File: config.mk
export PLATFORM = sky130hd
export DESIGN_NAME = wfn_cell
export DESIGN_NICKNAME = d
export VERILOG_FILES = /design/src/rtl/wfn_pkg.sv /design/src/rtl/wfn_cell.sv
export SDC_FILE = /design/constraint.sdc
export NUM_CORES = 1
export LEC_CHECK = 0
export ABC_AREA = 1
export BUFFER_PORTS_ARGS = -buffer_cell sky130_fd_sc_hd__buf_4
export CORE_MARGIN = 2
export CORE_UTILIZATION = 30
export DETAILED_ROUTE_END_ITERATION = 10
export PLACE_DENSITY = 0.58
export SYNTH_ARGS = -nofsm -noshare
export SYNTH_HDL_FRONTEND = slang
export SYNTH_SLANG_ARGS = --single-unit
File: constraint.sdc
create_clock -name clk_i -period 5.7 [get_ports clk_i]
set_input_delay 0.57 -clock clk_i [delete_from_list [all_inputs] [get_ports clk_i]]
set_output_delay 0.57 -clock clk_i [all_outputs]
set_load 0.01 [all_outputs]
File: src/rtl/wfn_pkg.sv
// ----------------------------------------------------------------------------
// wfn_pkg
// Shared types and constants for the sliding-window first-negative block.
// ----------------------------------------------------------------------------
package wfn_pkg;

  localparam int POS_W = 16;
  localparam int CFG_W = 9;
  localparam logic [CFG_W-1:0] CFG_LEN_RESET = 9'd3;

  // Per-beat command broadcast to every queue cell
  typedef struct packed {
    logic clear;
    logic pop;
    logic push;
  } wfn_ctl_t;

endpackage

File: src/rtl/wfn_cell.sv
// ----------------------------------------------------------------------------
// wfn_cell
// One slot of the shifting queue: holds a negative sample and its position.
// ----------------------------------------------------------------------------
module wfn_cell #(
  parameter int VALUE_W = 32
) (
  input  logic                    clk_i,
  input  logic                    rst_ni,
  input  wfn_pkg::wfn_ctl_t       ctl_i,
  input  logic                    prev_valid_i,
  input  logic                    next_valid_i,
  input  logic [VALUE_W-1:0]      next_value_i,
  input  logic [wfn_pkg::POS_W-1:0] next_pos_i,
  input  logic [VALUE_W-1:0]      new_value_i,
  input  logic [wfn_pkg::POS_W-1:0] new_pos_i,
  output logic                    valid_o,
  output logic [VALUE_W-1:0]      value_o,
  output logic [wfn_pkg::POS_W-1:0] pos_o
);
  import wfn_pkg::*;

  logic               valid_q, valid_d;
  logic [VALUE_W-1:0] value_q, value_d;
  logic [POS_W-1:0]   pos_q, pos_d;
  logic               self_v;
  logic               load_new;

  assign self_v = valid_q & ~ctl_i.clear;

  always_comb begin
    if (ctl_i.pop) begin
      load_new = ctl_i.push & self_v & ~next_valid_i;
      valid_d  = next_valid_i | load_new;
      value_d  = load_new ? new_value_i : next_value_i;
      pos_d    = load_new ? new_pos_i : next_pos_i;
    end else begin
      load_new = ctl_i.push & ~self_v & prev_valid_i;
      valid_d  = self_v | load_new;
      value_d  = load_new ? new_value_i : value_q;
      pos_d    = load_new ? new_pos_i : pos_q;
    end
  end

  always_ff @(posedge clk_i or negedge rst_ni) begin
    if (!rst_ni) begin
      valid_q <= 1'b0;
    end else begin
      valid_q <= valid_d;
    end
  end

  always_ff @(posedge clk_i) begin
    value_q <= value_d;
    pos_q   <= pos_d;
  end

  assign valid_o = self_v;
  assign value_o = value_q;
  assign pos_o   = pos_q;

endmodule

==> flow_summary_export.csv <==
group,metric,value,unit
global_routing,grt_max_degree,52,
cells_and_area,drive_above_1_share,44.02,%
cells_and_area,area_growth,56.89,%
cells_and_area,final_common_cell,"buf_4",
routing,wl,6285,um
routing,route.vias.total,2099,
placement,place_ws,3.219,ns
clock_network,hold_buffers,0,
logic_synthesis,ys_seq_elements,49,
logic_synthesis,synth-xor-area-share,0,%
clock_network,cts-htree-levels,2,
placement,gp_congestion,0.7565,
logic_synthesis,ys_seq_area_share,65.70,%
sta,min_period,2.138,ns
logic_synthesis,yosys.area_share.adder,0,%
clock_network,cts_tree,"done",
power_and_ir_drop,max-vdd-ir-drop,0.08436,mV
power_and_ir_drop,power_density,234.9,nW/um2
clock_network,cts.repair.resized,0,
logic_synthesis,yosys.area_share.simple,28.53,%
sta,rsz0062_at_grt,"false",
clock_network,clock_path_buffers,2,
sta,max_freq,467.8,MHz
routing,drt.antenna.violating_nets,0,
sta,worst_pin_slew,0.8833,ns
logic_synthesis,synth.avg_cell_area,10.01,um2
global_routing,grt_pass1_vias,2037,
logic_synthesis,yosysTopAreaCellShare,64.57,%
clock_network,cts_made_buffers,5,
worst_hold_path,min_path_type,"in -> async",
floorplan,fp.dieH,90.26,um
global_routing,grt_pass1_wl,9853,um
sta,slew-limit-headroom,40.91,%
global_routing,met3_usage,4.758,%
logic_synthesis,muxShareOfSynthArea,0,%
routing,wl_per_cell,13.46,um
logic_synthesis,synth_nets,326,
floorplan,die_x,90.26,um
clock_network,cts.sinks,49,
cells_and_area,final_cell_mix,"buf_4 (153), nand2_1 (99), nand3_1 (49)",
setup_path,crit_fanout,49,
logic_synthesis,syn_area,2232,um2
logic_synthesis,ys_types,14,
global_routing,grtUsageTotal,15.10,%
setup_path,crit_arrival,2.19,ns
floorplan,dieArea,8147,um2
outcome,status,"finished, final reports clean",
sta,clock-skew-final,0.003966,ns
global_routing,grt_util_met1,17.81,%
setup_path,startpoint_type,"flip-flop",
clock_network,cts_setup_buffers,0,
setup_path,path_class,"reg -> reg",
floorplan,start_util,30.94,%
floorplan,coreArea,7214,um2
clock_network,clockRootBuffer,"clkbuf_8",
logic_synthesis,synth_compound_area_share,0.5605,%
clock_network,clk_pin_slew,0.08,ns
global_routing,antenna_found_initial,0,
sta,post-route-period-util,37.51,%
routing,routed_via_density,4.495,
clock_network,clk_latency,0.30,ns
global_routing,overflow,0,
setup_path,crit_required,5.75,ns
routing,drt_iter0_drc,108,
routing,post-route-drc-count,0,
sta,setup_viol,0,
floorplan,row_count,31,
global_routing,use_met2,26.63,%
sta,final_hold_viol_count,0,
setup_path,cp-end-kind,"flip-flop",
flow_run,drv_cap,0,
power_and_ir_drop,power.leakage,1.741,nW
logic_synthesis,synth_top_family_by_area,"simple AND/OR/NAND/NOR gates",
logic_synthesis,syn_inst,223,
logic_synthesis,synth_area_leaders,"edfxtp_1 (65%), nand2_1 (17%), nand3_1 (11%)",
logic_synthesis,yosys_warnings,0,
sta,setup_tns,0,ns
logic_synthesis,synth_top_area_cell,"edfxtp_1",
routing,first_pass_iters,5,
sta,drv_slew,0,
global_routing,grt-busiest-layer,"met2",
floorplan,ios,152,
placement,io_buffers,151,
placement,dpl.hpwl,4389,um
cells_and_area,n_fill_cell,709,
cells_and_area,final_nets,470,
cells_and_area,diodes,0,
setup_path,reg2reg_depth,5,
sta,setup_ws,3.562,ns
[sequential cells by signal (all words and copies together), names as in the netlist]
name	cells
pos_o	16
valid_q	1
value_o	32
[synthesized netlist by cell type]
master	count
nor2_1	1
buf_2	6
nand3_1	49
o211ai_1	1
buf_6	2
dfrtp_1	1
buf_4	4
o21ai_0	1
edfxtp_1	48
clkbuf_1	3
nand4_2	1
buf_1	1
nand2_1	100
inv_1	5
[power breakdown]
| group | internal, mW | switching (mW) |
|---|---|---|
| logic | 0.0990 | 0.0848 |
| registers | 0.437 | 0.00882 |
| clock network | 0.0828 | 0.110 |
[metrics by stage]
step	cell area [um2]	instances	utilization [%]	hold slack, ns	total power [mW]
detailed placement	3421	459	47.42	0.3458	0.6400
global route	3502	467	48.54	0.007625	0.8645
floorplan	2232	223	-	0.2744	0.5280
CTS	3502	467	48.54	0.01371	0.8349
finish	3502	467	48.54	0.03006	0.8227
global placement	3421	459	47.42	0.3456	0.6370
[path summary, 6_finish.rpt]
check | end | start | slack [ns]
max | value_o[19] | valid_q | 3.56
max reg2reg | value_o[19] | valid_q | 3.56
min reg2reg | valid_q | valid_q | 0.70
max in group asynchronous | valid_q | rst_ni | 5.59
min in group clk_i | pos_o[9] | new_pos_i[9] | 0.53
min | valid_q | rst_ni | 0.03
[layer usage]
metal / share of wire (%) / wire [um]
met3: 8.8 / 556
met2: 51 / 3175
met5: 0 / 0
met1: 39 / 2469
met4: 1.4 / 85
[cells by family after synthesis]
logic type	Yosys count
and+or+nand+nor	151
DFF	49
buffers and inverters	21
AOI/OAI and AO/OA	2
[cell type report]
class                   instances  area, um2  share of cell area, %
clock inverters                 3      12.51                 0.3573
repair buffers                153       1149                  32.80
multi-input cells             153      663.1                  18.94
well taps                      99      123.9                  3.537
clock buffers                   5      68.82                  1.965
inverters                       5      18.77                 0.5359
flip-flops and latches         49       1466                  41.87
[worst max-delay path, cell delays in order (launching register included)]
cell and delay, ns:
dfrtp_1 0.40, nand4_2 0.09, buf_4 0.42, nand2_2 0.65
nand2_1 0.24, nand2_1 0.06
Power figures use the tool's default switching activity.
